[src/rtl/rmd_pkg.sv]
package rmd_pkg;

    // widths of the serial divider
    localparam int unsigned NUM_W = 18;
    localparam int unsigned DEN_W = 14;

    localparam int unsigned OCTAVE_SHIFT_DEF = 0;

    // characters with a meaning in the melody string
    localparam logic [7:0] CH_COLON = 8'h3A;
    localparam logic [7:0] CH_COMMA = 8'h2C;
    localparam logic [7:0] CH_SHARP = 8'h23;
    localparam logic [7:0] CH_DOT   = 8'h2E;
    localparam logic [7:0] CH_ZERO  = 8'h30;
    localparam logic [7:0] CH_THREE = 8'h33;
    localparam logic [7:0] CH_SEVEN = 8'h37;
    localparam logic [7:0] CH_NINE  = 8'h39;
    localparam logic [7:0] CH_LC_D  = 8'h64;
    localparam logic [7:0] CH_LC_O  = 8'h6F;
    localparam logic [7:0] CH_LC_B  = 8'h62;

    localparam logic [13:0] NUM_LIMIT   = 14'd9999;
    localparam logic [17:0] WHOLE_RESET = 18'd3808;
    localparam logic [17:0] MS_PER_MIN  = 18'd60000;

    typedef struct packed {
        logic [3:0]  semi;
        logic [3:0]  oct;
        logic [18:0] dur;
        logic        fault;
    } t_evt;

    function automatic logic [3:0] letter_value(input logic [7:0] c);
        logic [3:0] v;
        unique case (c)
            8'h63:   v = 4'd1;
            8'h64:   v = 4'd3;
            8'h65:   v = 4'd5;
            8'h66:   v = 4'd6;
            8'h67:   v = 4'd8;
            8'h61:   v = 4'd10;
            8'h62:   v = 4'd12;
            default: v = 4'd0;
        endcase
        return v;
    endfunction

    function automatic logic is_digit(input logic [7:0] c);
        return (c >= CH_ZERO) && (c <= CH_NINE);
    endfunction

endpackage

[src/rtl/rmd_div.sv]
module rmd_div (
    input  logic                       i_clk,
    input  logic                       i_rst_n,
    input  logic                       i_start,
    input  logic [rmd_pkg::NUM_W-1:0]  i_num,
    input  logic [rmd_pkg::DEN_W-1:0]  i_den,
    output logic                       o_done,
    output logic [rmd_pkg::NUM_W-1:0]  o_quot
);
    import rmd_pkg::*;

    localparam int unsigned CNT_W = $clog2(NUM_W + 1);

    logic             r_busy;
    logic [CNT_W-1:0] r_cnt;
    logic [DEN_W-1:0] r_den;
    logic [DEN_W-1:0] r_rem;
    logic [NUM_W-1:0] r_q;
    logic             r_done;

    logic [DEN_W:0] w_trial;
    logic           w_ge;

    // one quotient bit per cycle, restoring
    assign w_trial = {r_rem, r_q[NUM_W-1]};
    assign w_ge    = w_trial >= {1'b0, r_den};

    always_ff @(posedge i_clk) begin
        if (!i_rst_n) begin
            r_busy <= 1'b0;
            r_cnt  <= '0;
            r_done <= 1'b0;
        end else begin
            r_done <= 1'b0;
            if (i_start) begin
                r_busy <= 1'b1;
                r_cnt  <= CNT_W'(NUM_W);
                r_den  <= i_den;
                r_rem  <= '0;
                r_q    <= i_num;
            end else if (r_busy) begin
                r_rem <= w_ge ? DEN_W'(w_trial - {1'b0, r_den}) : w_trial[DEN_W-1:0];
                r_q   <= {r_q[NUM_W-2:0], w_ge};
                r_cnt <= r_cnt - 1'b1;
                if (r_cnt == CNT_W'(1)) begin
                    r_busy <= 1'b0;
                    r_done <= 1'b1;
                end
            end
        end
    end

    assign o_done = r_done;
    assign o_quot = r_q;

endmodule

[src/rtl/rtttl_melody_decoder_top.sv]
// rtttl melody decoder
// input channel: one ringtone character per word on i_melody_char, with
// i_end_of_melody set on the final character; taken when i_valid is high
// and o_stall is low. o_stall is high while a character is being worked on.
// output channel: one note event per word (rest flag, semitone, octave,
// pitch index and its valid flag, duration in ms, tempo fault, last flag),
// held in an output register and taken when o_valid is high and i_stall low.
// a character that falls in the skip after d=, o= or b= goes straight to the
// finish state; any other one is replayed through the parse steps until one
// takes it. a note letter and the end of a nonzero b= value also start the
// serial divider, one quotient bit per cycle over 18 bits.
// at most two events follow one character; an event waits in the output
// register while the receiver stalls, and the parser waits for it.
// when the closing character also starts the next note's division, the
// closed note's event is loaded only after that division.
// reset (synchronous, active low) returns the parser to the name skip with
// defaults duration 4, octave 6 and 63 bpm; the end flag does the same once
// its events are handed over.
module rtttl_melody_decoder_top #(
    parameter int unsigned OCTAVE_SHIFT = rmd_pkg::OCTAVE_SHIFT_DEF
) (
    input  logic        i_clk,
    input  logic        i_rst_n,
    input  logic        i_valid,
    output logic        o_stall,
    input  logic [7:0]  i_melody_char,
    input  logic        i_end_of_melody,
    output logic        o_valid,
    input  logic        i_stall,
    output logic        o_is_rest,
    output logic [3:0]  o_semitone,
    output logic [3:0]  o_octave,
    output logic [5:0]  o_pitch_index,
    output logic        o_index_valid,
    output logic [18:0] o_duration_ms,
    output logic        o_tempo_fault,
    output logic        o_last_note
);
    import rmd_pkg::*;

    typedef enum logic [3:0] {
        PH_NAME, PH_D_CHECK, PH_D_NUM, PH_O_CHECK, PH_O_DIG, PH_B_CHECK, PH_B_NUM,
        PH_N_DUR, PH_N_SHARP, PH_N_DOT, PH_N_SCALE, PH_N_COMMA
    } t_phase;

    typedef enum logic [1:0] {ST_IDLE, ST_RUN, ST_DIV, ST_FIN} t_state;

    t_state      r_st;
    t_phase      r_ph;
    logic [1:0]  r_skip;
    logic [13:0] r_acc;
    logic [7:0]  r_ddiv;
    logic [3:0]  r_doct;
    logic [17:0] r_whole;
    logic [3:0]  r_psemi;
    logic [3:0]  r_poct;
    logic [18:0] r_pdur;
    logic        r_fault;
    logic [7:0]  r_c;
    logic        r_end;
    t_evt        r_held;
    logic        r_held_v;
    logic        r_ov;
    logic        r_dv_start;
    logic [NUM_W-1:0] r_dv_num;
    logic [DEN_W-1:0] r_dv_den;

    logic             w_dv_done;
    logic [NUM_W-1:0] w_dv_quot;

    // decimal accumulate with saturation
    logic [16:0] w_acc_mul;
    logic [13:0] w_acc_next;
    logic        w_dig;
    logic [13:0] w_note_div;
    logic        w_end_ev;
    t_evt        w_end_evt;
    t_evt        w_cur_evt;

    assign w_dig      = is_digit(r_c);
    assign w_acc_mul  = 17'({3'b000, r_acc} * 17'd10) + 17'({4'h0, r_c[3:0]});
    assign w_acc_next = (w_acc_mul > 17'(NUM_LIMIT)) ? NUM_LIMIT : w_acc_mul[13:0];
    assign w_note_div = (r_acc != 14'd0) ? r_acc :
                        (r_ddiv != 8'd0) ? {6'd0, r_ddiv} : 14'd1;
    assign w_end_ev   = r_end && (r_ph >= PH_N_SHARP);
    assign w_cur_evt  = '{semi: r_psemi, oct: r_poct, dur: r_pdur, fault: r_fault};
    assign w_end_evt  = '{semi: r_psemi, oct: (r_ph == PH_N_COMMA) ? r_poct : r_doct,
                          dur: r_pdur, fault: r_fault};

    // event fields from a snapshot
    logic [3:0]        w_ld_oct;
    logic signed [9:0] w_ld_idx;
    logic              w_ld_ok;
    t_evt              w_ld;

    assign w_ld     = r_held_v ? r_held : w_end_evt;
    assign w_ld_oct = w_ld.oct + 4'(OCTAVE_SHIFT);
    assign w_ld_idx = 10'($signed({6'd0, w_ld_oct}) - 10'sd4) * 10'sd12
                      + $signed({6'd0, w_ld.semi});
    assign w_ld_ok  = (w_ld.semi != 4'd0) && (w_ld_idx >= 10'sd1) && (w_ld_idx <= 10'sd48);

    rmd_div u_div (
        .i_clk   (i_clk),
        .i_rst_n (i_rst_n),
        .i_start (r_dv_start),
        .i_num   (r_dv_num),
        .i_den   (r_dv_den),
        .o_done  (w_dv_done),
        .o_quot  (w_dv_quot)
    );

    always_ff @(posedge i_clk) begin
        if (!i_rst_n) begin
            r_st       <= ST_IDLE;
            r_ph       <= PH_NAME;
            r_skip     <= '0;
            r_acc      <= '0;
            r_ddiv     <= 8'd4;
            r_doct     <= 4'd6;
            r_whole    <= WHOLE_RESET;
            r_psemi    <= '0;
            r_poct     <= '0;
            r_pdur     <= '0;
            r_fault    <= 1'b0;
            r_held_v   <= 1'b0;
            r_ov       <= 1'b0;
            r_dv_start <= 1'b0;
        end else begin
            r_dv_start <= 1'b0;
            if (r_ov && !i_stall) begin
                r_ov <= 1'b0;
            end
            unique case (r_st)
                ST_IDLE: begin
                    if (i_valid) begin
                        r_c   <= i_melody_char;
                        r_end <= i_end_of_melody;
                        if (r_skip != 2'd0) begin
                            r_skip <= r_skip - 2'd1;
                            r_st   <= ST_FIN;
                        end else begin
                            r_st <= ST_RUN;
                        end
                    end
                end
                ST_RUN: begin
                    // one parse step per cycle; staying here replays the word
                    unique case (r_ph)
                        PH_NAME: begin
                            if (r_c == CH_COLON) r_ph <= PH_D_CHECK;
                            r_st <= ST_FIN;
                        end
                        PH_D_CHECK: begin
                            if (r_c == CH_LC_D) begin
                                r_skip <= 2'd1;
                                r_acc  <= '0;
                                r_ph   <= PH_D_NUM;
                                r_st   <= ST_FIN;
                            end else begin
                                r_ph <= PH_O_CHECK;
                            end
                        end
                        PH_D_NUM: begin
                            if (w_dig) begin
                                r_acc <= w_acc_next;
                            end else begin
                                if (r_acc != 14'd0) begin
                                    r_ddiv <= (r_acc > 14'd255) ? 8'd255 : r_acc[7:0];
                                end
                                r_ph <= PH_O_CHECK;
                            end
                            r_st <= ST_FIN;
                        end
                        PH_O_CHECK: begin
                            if (r_c == CH_LC_O) begin
                                r_skip <= 2'd1;
                                r_ph   <= PH_O_DIG;
                                r_st   <= ST_FIN;
                            end else begin
                                r_ph <= PH_B_CHECK;
                            end
                        end
                        PH_O_DIG: begin
                            if (r_c >= CH_THREE && r_c <= CH_SEVEN) r_doct <= r_c[3:0];
                            r_skip <= 2'd1;
                            r_ph   <= PH_B_CHECK;
                            r_st   <= ST_FIN;
                        end
                        PH_B_CHECK: begin
                            r_acc <= '0;
                            if (r_c == CH_LC_B) begin
                                r_skip <= 2'd1;
                                r_ph   <= PH_B_NUM;
                                r_st   <= ST_FIN;
                            end else begin
                                r_ph <= PH_N_DUR;
                            end
                        end
                        PH_B_NUM: begin
                            if (w_dig) begin
                                r_acc <= w_acc_next;
                                r_st  <= ST_FIN;
                            end else if (r_acc == 14'd0) begin
                                r_fault <= 1'b1;
                                r_whole <= '0;
                                r_ph    <= PH_N_DUR;
                                r_st    <= ST_FIN;
                            end else begin
                                r_fault    <= 1'b0;
                                r_dv_num   <= MS_PER_MIN;
                                r_dv_den   <= r_acc;
                                r_dv_start <= 1'b1;
                                r_st       <= ST_DIV;
                            end
                        end
                        PH_N_DUR: begin
                            if (w_dig) begin
                                r_acc <= w_acc_next;
                                r_st  <= ST_FIN;
                            end else begin
                                r_dv_num   <= r_whole;
                                r_dv_den   <= w_note_div;
                                r_dv_start <= 1'b1;
                                r_st       <= ST_DIV;
                            end
                        end
                        PH_N_SHARP: begin
                            r_ph <= PH_N_DOT;
                            if (r_c == CH_SHARP) begin
                                r_psemi <= r_psemi + 4'd1;
                                r_st    <= ST_FIN;
                            end
                        end
                        PH_N_DOT: begin
                            r_ph <= PH_N_SCALE;
                            if (r_c == CH_DOT) begin
                                r_pdur <= r_pdur + {1'b0, r_pdur[18:1]};
                                r_st   <= ST_FIN;
                            end
                        end
                        PH_N_SCALE: begin
                            r_ph <= PH_N_COMMA;
                            if (w_dig) begin
                                r_poct <= r_c[3:0];
                                r_st   <= ST_FIN;
                            end else begin
                                r_poct <= r_doct;
                            end
                        end
                        PH_N_COMMA: begin
                            // note closed: park it until the word is done
                            r_held   <= w_cur_evt;
                            r_held_v <= 1'b1;
                            r_acc    <= '0;
                            r_ph     <= PH_N_DUR;
                            if (r_c == CH_COMMA) r_st <= ST_FIN;
                        end
                        default: r_st <= ST_FIN;
                    endcase
                end
                ST_DIV: begin
                    if (w_dv_done) begin
                        if (r_ph == PH_B_NUM) begin
                            r_whole <= {w_dv_quot[NUM_W-3:0], 2'b00};
                            r_acc   <= '0;
                            r_ph    <= PH_N_DUR;
                        end else begin
                            r_pdur  <= {1'b0, w_dv_quot};
                            r_psemi <= letter_value(r_c);
                            r_ph    <= PH_N_SHARP;
                        end
                        r_st <= ST_FIN;
                    end
                end
                ST_FIN: begin
                    if (r_held_v || w_end_ev) begin
                        if (!r_ov) begin
                            r_ov          <= 1'b1;
                            o_is_rest     <= (w_ld.semi == 4'd0);
                            o_semitone    <= w_ld.semi;
                            o_octave      <= w_ld_oct;
                            o_pitch_index <= w_ld_ok ? w_ld_idx[5:0] : 6'd0;
                            o_index_valid <= w_ld_ok;
                            o_duration_ms <= w_ld.dur;
                            o_tempo_fault <= w_ld.fault;
                            if (r_held_v) begin
                                r_held_v    <= 1'b0;
                                o_last_note <= r_end && !w_end_ev;
                                if (!w_end_ev) begin
                                    r_st <= ST_IDLE;
                                end
                            end else begin
                                o_last_note <= 1'b1;
                                r_st        <= ST_IDLE;
                            end
                            if (r_end && (!r_held_v || !w_end_ev)) begin
                                r_ph    <= PH_NAME;
                                r_skip  <= '0;
                                r_acc   <= '0;
                                r_ddiv  <= 8'd4;
                                r_doct  <= 4'd6;
                                r_whole <= WHOLE_RESET;
                                r_psemi <= '0;
                                r_poct  <= '0;
                                r_pdur  <= '0;
                                r_fault <= 1'b0;
                            end
                        end
                    end else begin
                        if (r_end) begin
                            r_ph    <= PH_NAME;
                            r_skip  <= '0;
                            r_acc   <= '0;
                            r_ddiv  <= 8'd4;
                            r_doct  <= 4'd6;
                            r_whole <= WHOLE_RESET;
                            r_psemi <= '0;
                            r_poct  <= '0;
                            r_pdur  <= '0;
                            r_fault <= 1'b0;
                        end
                        r_st <= ST_IDLE;
                    end
                end
                default: r_st <= ST_IDLE;
            endcase
        end
    end

    assign o_stall = (r_st != ST_IDLE);
    assign o_valid = r_ov;

`ifndef SYNTHESIS
    a_idx_flag: assert property (@(posedge i_clk) disable iff (!i_rst_n)
        r_ov |-> ((o_pitch_index != 6'd0) == o_index_valid))
        else $error("pitch index and its valid flag disagree");
    a_rest_idx: assert property (@(posedge i_clk) disable iff (!i_rst_n)
        r_ov |-> !(o_is_rest && o_index_valid))
        else $error("rest with a valid pitch index");
    a_held_idle: assert property (@(posedge i_clk) disable iff (!i_rst_n)
        r_held_v |-> (r_st != ST_IDLE))
        else $error("parked note left behind at idle");
    a_fault_dur: assert property (@(posedge i_clk) disable iff (!i_rst_n)
        (r_ov && o_tempo_fault) |-> (o_duration_ms == 19'd0))
        else $error("nonzero duration under tempo fault");
`endif

endmodule

[config.mk]
export PLATFORM = sky130hd
export DESIGN_NAME = rtttl_melody_decoder_top
export DESIGN_NICKNAME = d
export VERILOG_FILES = /design/src/rtl/rmd_pkg.sv /design/src/rtl/rmd_div.sv /design/src/rtl/rtttl_melody_decoder_top.sv
export SDC_FILE = /design/constraint.sdc
export NUM_CORES = 1
export LEC_CHECK = 0
export CORE_MARGIN = 4
export CORE_UTILIZATION = 40
export CTS_BUF_LIST = sky130_fd_sc_hd__clkbuf_16
export CTS_CLUSTER_DIAMETER = 40
export DETAILED_ROUTE_END_ITERATION = 8
export DONT_BUFFER_PORTS = 1
export PLACE_DENSITY_LB_ADDON = 0.1
export SYNTH_ARGS = -nofsm -noshare
export SYNTH_HDL_FRONTEND = slang
export SYNTH_SLANG_ARGS = --single-unit
[constraint.sdc]
create_clock -name i_clk -period 4.86 [get_ports i_clk]
set_clock_uncertainty 0.05 [all_clocks]
set_input_delay 0.972 -clock i_clk [delete_from_list [all_inputs] [get_ports i_clk]]
set_output_delay 0.972 -clock i_clk [all_outputs]
set_load 0.05 [all_outputs]
**Word level (Yosys, flattened, before mapping)**

Cells that the tools add are included.

- Input bits: 13
- Logic and storage cells: 321
- Bits in registers: 242
- Output and inout bits: 39

- Reductions and logical operators: 50
- Order comparisons: 10
- Equal/unequal tests: 69
- Multiplexer cells: 142
- Multiply operators: 2
- $add $sub $neg: 8
- Bitwise logic cells: 3

Operators by type and width:

| cell | count |
|---|---|
| 2-to-1 mux 18 bit | 14 |
| 2-to-1 mux 14 bit | 15 |
| 2-to-1 mux 19 bit | 8 |
| 2-to-1 mux 4 bit | 23 |
| one-hot mux 14 bit (3 select lines) | 2 |
| 2-to-1 mux 8 bit | 9 |
| equality test 8 x 7 -> 1 bit, second input constant | 8 |
| one-hot mux 19 bit (3 select lines) | 1 |
| one-hot mux 18 bit (3 select lines) | 1 |
| 2-to-1 mux 2 bit | 23 |
| inequality test 3 bit, second input constant | 15 |
| one-hot mux 4 bit (11 select lines) | 1 |
| one-hot mux 18 bit (2 select lines) | 1 |
| inequality test 2 bit, second input constant | 17 |
| equality test 8 x 6 -> 1 bit, second input constant | 4 |
| 2-to-1 mux 28 bit | 1 |
| one-hot mux 14 bit (2 select lines) | 1 |
| one-hot mux 4 bit (7 select lines) | 1 |
| 2-to-1 mux 1 bit | 27 |
| one-hot mux 4 bit (3 select lines) | 2 |
| AND reduction 10 bit | 2 |
| adder 19 x 18 -> 19 bit | 1 |
| one-hot mux 2 bit (9 select lines) | 1 |
| AND reduction 6 bit | 3 |
| other kinds (57) | 103 |

**Logic depth before layout (Yosys ltp)**

- Depth after elaboration: 9
- Depth in mapped cells: 17
- Mapped depth without buffers: 16

**Cells and area by module**

Synthesis repeated with hierarchy kept, for this count alone.

- Cells, all modules: 1283
- Area total of the unflattened synthesis: 13287.7 sq um

Modules (own cells, without submodules):

| module | sequential area each (sq um) | area an instance (sq um) | cells an instance | times used |
|---|---|---|---|---|
| rtttl_melody_decoder_top | 4744.6 | 10272.4 | 1029 | 1 |
| rmd_div | 1521.5 | 3015.4 | 254 | 1 |

**Least setup slack after synthesis**

Ideal clock, no wire load.

- Kind: input port to flip-flop
- Start point: input port i_rst_n
- End point: register o_duration_ms[0], enable pin
- Cell stages on the path: 2
- Library setup time: 0.487 ns
- Arrival time: 4.036 ns
- Data required time: 4.323 ns
- Setup slack: 0.287 ns
- Path buffers: 1
- Cell sequence: clkbuf_1 > nor3b_1

- Longest elaborated chain between the ends: 1

Ends and longest elaborated chain:

| element | RTL line | text |
|---|---|---|
| start: declaration | rtttl_melody_decoder_top.sv:23 | `input logic i_rst_n,` |
| AND reduction 4 bit (no source line) | -- |  |
| end signal: assignment | rtttl_melody_decoder_top.sv:284 | `o_duration_ms <= w_ld.dur;` |
| end: declaration | rtttl_melody_decoder_top.sv:35 | `output logic [18:0] o_duration_ms,` |

Every way passes these cells.
A chain may end at the register's enable or synchronous reset.

**Final worst setup path**

- Start point: register r_ph[3]
- End point: register o_pitch_index[5], data pin

- Longest elaborated chain between the ends: 9
- Elaborated cells between the ends (all ways): 10
- Those cells by class: add/sub: 2; mul: 1; order compare: 2; eq/ne: 1; mux: 2; reduce/logical: 2

Ends and longest elaborated chain:

| element | RTL line | text |
|---|---|---|
| start: declaration | rtttl_melody_decoder_top.sv:49 | `t_phase r_ph;` |
| start signal: assignment | rtttl_melody_decoder_top.sv:115 | `r_ph <= PH_NAME;` |
| start signal: assignment | rtttl_melody_decoder_top.sv:150 | `if (r_c == CH_COLON) r_ph <= PH_D_CHECK;` |
| start signal: assignment | rtttl_melody_decoder_top.sv:157 | `r_ph <= PH_D_NUM;` |
| equality test 4 bit (*) | rtttl_melody_decoder_top.sv:87 | `assign w_end_evt = '{semi: r_psemi, oct: (r_ph == PH_N_COMMA) ? r_poct : r_doct,` |
| 2-to-1 mux 4 bit (*) | rtttl_melody_decoder_top.sv:87 |  |
| 2-to-1 mux 28 bit (*) | rtttl_melody_decoder_top.sv:96 | `assign w_ld = r_held_v ? r_held : w_end_evt;` |
| subtractor 4 x 3 -> 5 bit (*) | rtttl_melody_decoder_top.sv:98 | `assign w_ld_idx = 10'($signed({6'd0, w_ld_oct}) - 10'sd4) * 10'sd12` |
| multiplier 5 x 3 -> 8 bit (*) | rtttl_melody_decoder_top.sv:98 |  |
| adder 10 x 5 -> 10 bit (*) | rtttl_melody_decoder_top.sv:99 | `+ $signed({6'd0, w_ld.semi});` |
| >= comparator 10 x 2 -> 1 bit | rtttl_melody_decoder_top.sv:100 | `assign w_ld_ok = (w_ld.semi != 4'd0) && (w_ld_idx >= 10'sd1) && (w_ld_idx <= 10'sd48);` |
| logical AND 1 bit (2 in series) | rtttl_melody_decoder_top.sv:100 |  |
| end signal: assignment | rtttl_melody_decoder_top.sv:282 | `o_pitch_index <= w_ld_ok ? w_ld_idx[5:0] : 6'd0;` |
| end: declaration | rtttl_melody_decoder_top.sv:33 | `output logic [5:0] o_pitch_index,` |

Every way passes the cells marked *; elsewhere a longest branch is shown, timed or not.

==> results.md <==
- Power density over cell area: ~450 mW/mm2
- First-pass GRT wire length: 47.9 mm
- Leakage power: 5.69 nW
- Fin nets: between 1000 and 1500
- Fin Setup TNS: 0 ps
- Seq cells post-synth: 238
- Final setup margin: 554 ps
- Post-Syn Instances: 1282
- Peak supply drop: 0.382 mV
- Vias in the first global route: 9063
- Core footprint: 0.0319 mm2
- Port bufs: 0
- Mapped Nets: ~1400
- NetSw: 2.09 mW
- Min Hold Slack: approximately 360 ps
- TritonCTS Sinks: 238
- Die area: 0.0356 mm2
- Min-Delay Path Depth: 0
- Synth Warn #: 0
- Number of distinct library cells after synthesis: 86
- Tot Pwr: 6.66 mW
- Net Sw Frac: 31.3%
- Mapped cell area: 0.0131 mm2
- CP max FO: 7
- CP cell instances: nor2b_1 -> nand3_1 -> mux2i_1 -> nor2_1 -> a21oi_1 -> ha_1 -> xnor2_1 -> fa_1 -> and3_1 -> or3_1 -> a21oi_1 -> o2111ai_1 -> nor2b_1
- Post-CTS Resized: 0
- Layout area overhead: 13.5%
- RePlAce Congestion: 0.831
- Reg2Reg Capture Point: o_pitch_index[5]
- Async SR Flop Fraction: 0%
- Worst R2R Path Depth: 13
- Wirelength, routed: roughly 29 mm
- Startpoint Class: flip-flop
- Total grt overflow: 0
- Initial core utilization: 41.0%
- CP Buf/Inv Count: 0
- Endpoint class of the critical path: flip-flop
- H-tree levels: 2
- # setup viols final: 0
- Required time worst endpoint: between 5000 and 6000 ps
- Min cycle time layout: 4310 ps
- CP top delay family: simple AND/OR/NAND/NOR gates
- Hold_buf cts: 0
- Largest net degree at the start of global routing: 83
- Combinational Power Share: about 22%
- Layout cell share with drive strength beyond 1: between 10% and 20%
- Vias per inst: 5.30
- Status: finished clean
- Critical path class: reg2reg
- Sequential Power Share: 36.3%
- Detailed Place HPWL: between 15 and 20 mm
- Number of stages on the worst setup path: 13
- Iter 0 DRT Violations: 699
- CTS tree: yes
- Slew headroom: 26.5%
- Chip Width: between 150 and 200 um
- N_diodes: 0
- Yosys top cell by area: edfxtp_1
- Hold_sp: r_dv_den[11]
- Post-synth EDFFs: 150
- Root buffer cell: clkbuf_16
- CP peak stage delay: about 500 ps
- Worst skew pair latency: 550 ps
- Clock power frac: 41.5%
- Top cells by area, synth: edfxtp_1, dfxtp_1, ha_1
- Syn_area_per_cell: 10.2 um2
- Sequential-to-total area share from yosys stat: 48.0%
- Maximum capacitance violations: 0
- Hold Fails Final Rpt: 0
- Pint: 4.57 mW
- Area share of the largest cell type after synthesis: 34.5%
- Unrepaired setup endpoints after global routing: false
- Arrival @ worst endpoint: 4640 ps
- Hold Crit Class: reg2reg
- Filler Cell Count: 3059
- Routed WL per cell: 16.4 um
- Slowest-stage cell, CP: fa_1
- Worst Hold Path EP: u_div.r_den[11]
- Tcrit/Tclk final: 88.6%
- Row count: 65
- Routed Antenna Nets: 0
- Setup slack, reg-to-reg: 550 ps
- DRT Pass-1 Iters: 5
- Launching point of the worst reg2reg path: r_ph[3]
- Fmax: 232 MHz
- Die H: 189 um
- Setup bufs post-CTS: 0
- Place WS: 560 ps
- Via Count: ~9200
- Clock slew at reported path FFs: approximately 50 ps
- Clock buffer depth: 3
- Global-route usage over all layers: between 15 and 20%
- TritonCTS Buffers: 39
- IO Count: 52
- Commonest non-fill, non-tap cells in the layout: edfxtp_1, nor2_1, nand2_1
- Initial antenna violation count: 0
- Commonest register cell after synthesis: edfxtp_1
- Drt drc: 0
- Commonest non-fill, non-tap cell in the layout: edfxtp_1
- Worst-Margin Slew: around 1100 ps
- Slew Limit Fails: 0
worst reg2reg max path, stage by stage, from the launching register on:
cell	delay, ps
dfxtp_1	310
nor2b_1	340
nand3_1	410
mux2i_1	260
nor2_1	60
a21oi_1	360
ha_1	360
xnor2_1	330
fa_1	500
and3_1	220
or3_1	340
a21oi_1	130
o2111ai_1	310
nor2b_1	200
layout make-up:
| type | count | area [um2] | area share (%) |
|---|---|---|---|
| inverter | 67 | 251 | 1.70 |
| timing repair buffer | 17 | 128 | 0.860 |
| clock inverter | 33 | 347 | 2.34 |
| tap | 435 | 544 | 3.67 |
| sequential | 238 | 6270 | 42.2 |
| clock buffer | 39 | 976 | 6.58 |
| multi-input combinational | 916 | 6320 | 42.6 |
registers in the layout, indices dropped and copies added, names as in the netlist, 5 cells and up:
register       count
r_whole           16
u_div.r_rem       14
r_pdur            19
r_c                8
r_dv_den          14
u_div.r_cnt        5
r_acc             14
u_div.o_quot      18
o_duration_ms     19
r_held            28
r_ddiv             8
o_pitch_index      6
u_div.r_den       14
r_dv_num          16
power groups by stage:
stage	registers (mW)	logic (mW)	clock network [mW]
floorplan	2.41	1.15	0
global placement	2.46	1.47	0
detailed placement	2.46	1.48	0
CTS	2.42	1.49	2.85
global route	2.43	1.68	2.94
finish	2.41	1.48	2.77
synth_stat cells, drive strengths merged, types with 3 or more instances:
cell type,n
edfxtp,150
nand3b,5
a21o,14
nor3b,8
o211ai,9
nor3,28
nor4,9
a211oi,17
xnor2,27
a21oi,74
and2,21
buf,8
nor4b,3
o31a,5
o22ai,4
a32o,5
nor2b,36
and3,8
mux2,38
a31oi,8
nor2,102
inv,67
nand4,10
fa,6
xor2,11
mux2i,28
dfxtp,88
clkbuf,53
a22oi,14
nand3,29
o21ai,89
o211a,9
or3,14
nand2,96
o21a,10
nand2b,18
o311ai,5
or4,3
a21boi,18
o2111ai,3
o41ai,3
ha,77
or2,8
nand4b,5
logic make-up after synthesis:
| logic type | count (synthesis) | share of synthesized area, % |
|---|---|---|
| adders and majority gates | 85 | 8.45 |
| xor gates and xnor gates | 38 | 2.55 |
| and+or+nand+nor | 415 | 16.3 |
| AOI/OAI and AO/OA | 312 | 15.6 |
| muxes | 66 | 5.42 |
| DFF | 238 | 48.0 |
| buffers and inverters | 128 | 3.75 |
how the worst max path moves through the flow:
stage	start	slack (ps)	to
after floorplan	i_rst_n	290	o_duration_ms[0]
after global placement	r_ph[3]	750	o_pitch_index[5]
after detailed placement	r_ph[3]	560	o_pitch_index[3]
after CTS	r_ph[3]	540	o_pitch_index[5]
after global routing	r_ph[3]	160	o_pitch_index[5]
final	r_ph[3]	550	o_pitch_index[5]
per-layer routing:
layer / wire, um / track usage [%] / vias to the layer above
li1: - / - / 4698
met1: 13900 / 22.5 / 4355
met3: 1080 / 3.56 / 48
met4: 605 / 4.46 / 0
met5: 0 / 0 / -
met2: 12900 / 25.4 / 140
per-stage QoR:
step	instances	utilization [%]	instance area (um2)
after global placement	1673	42.4	13500
final	1745	46.5	14800
after floorplan	1282	-	13100
after global routing	1745	46.5	14800
after detailed placement	1673	42.4	13500
after CTS	1745	46.5	14800
Power figures use the tool's default switching activity.
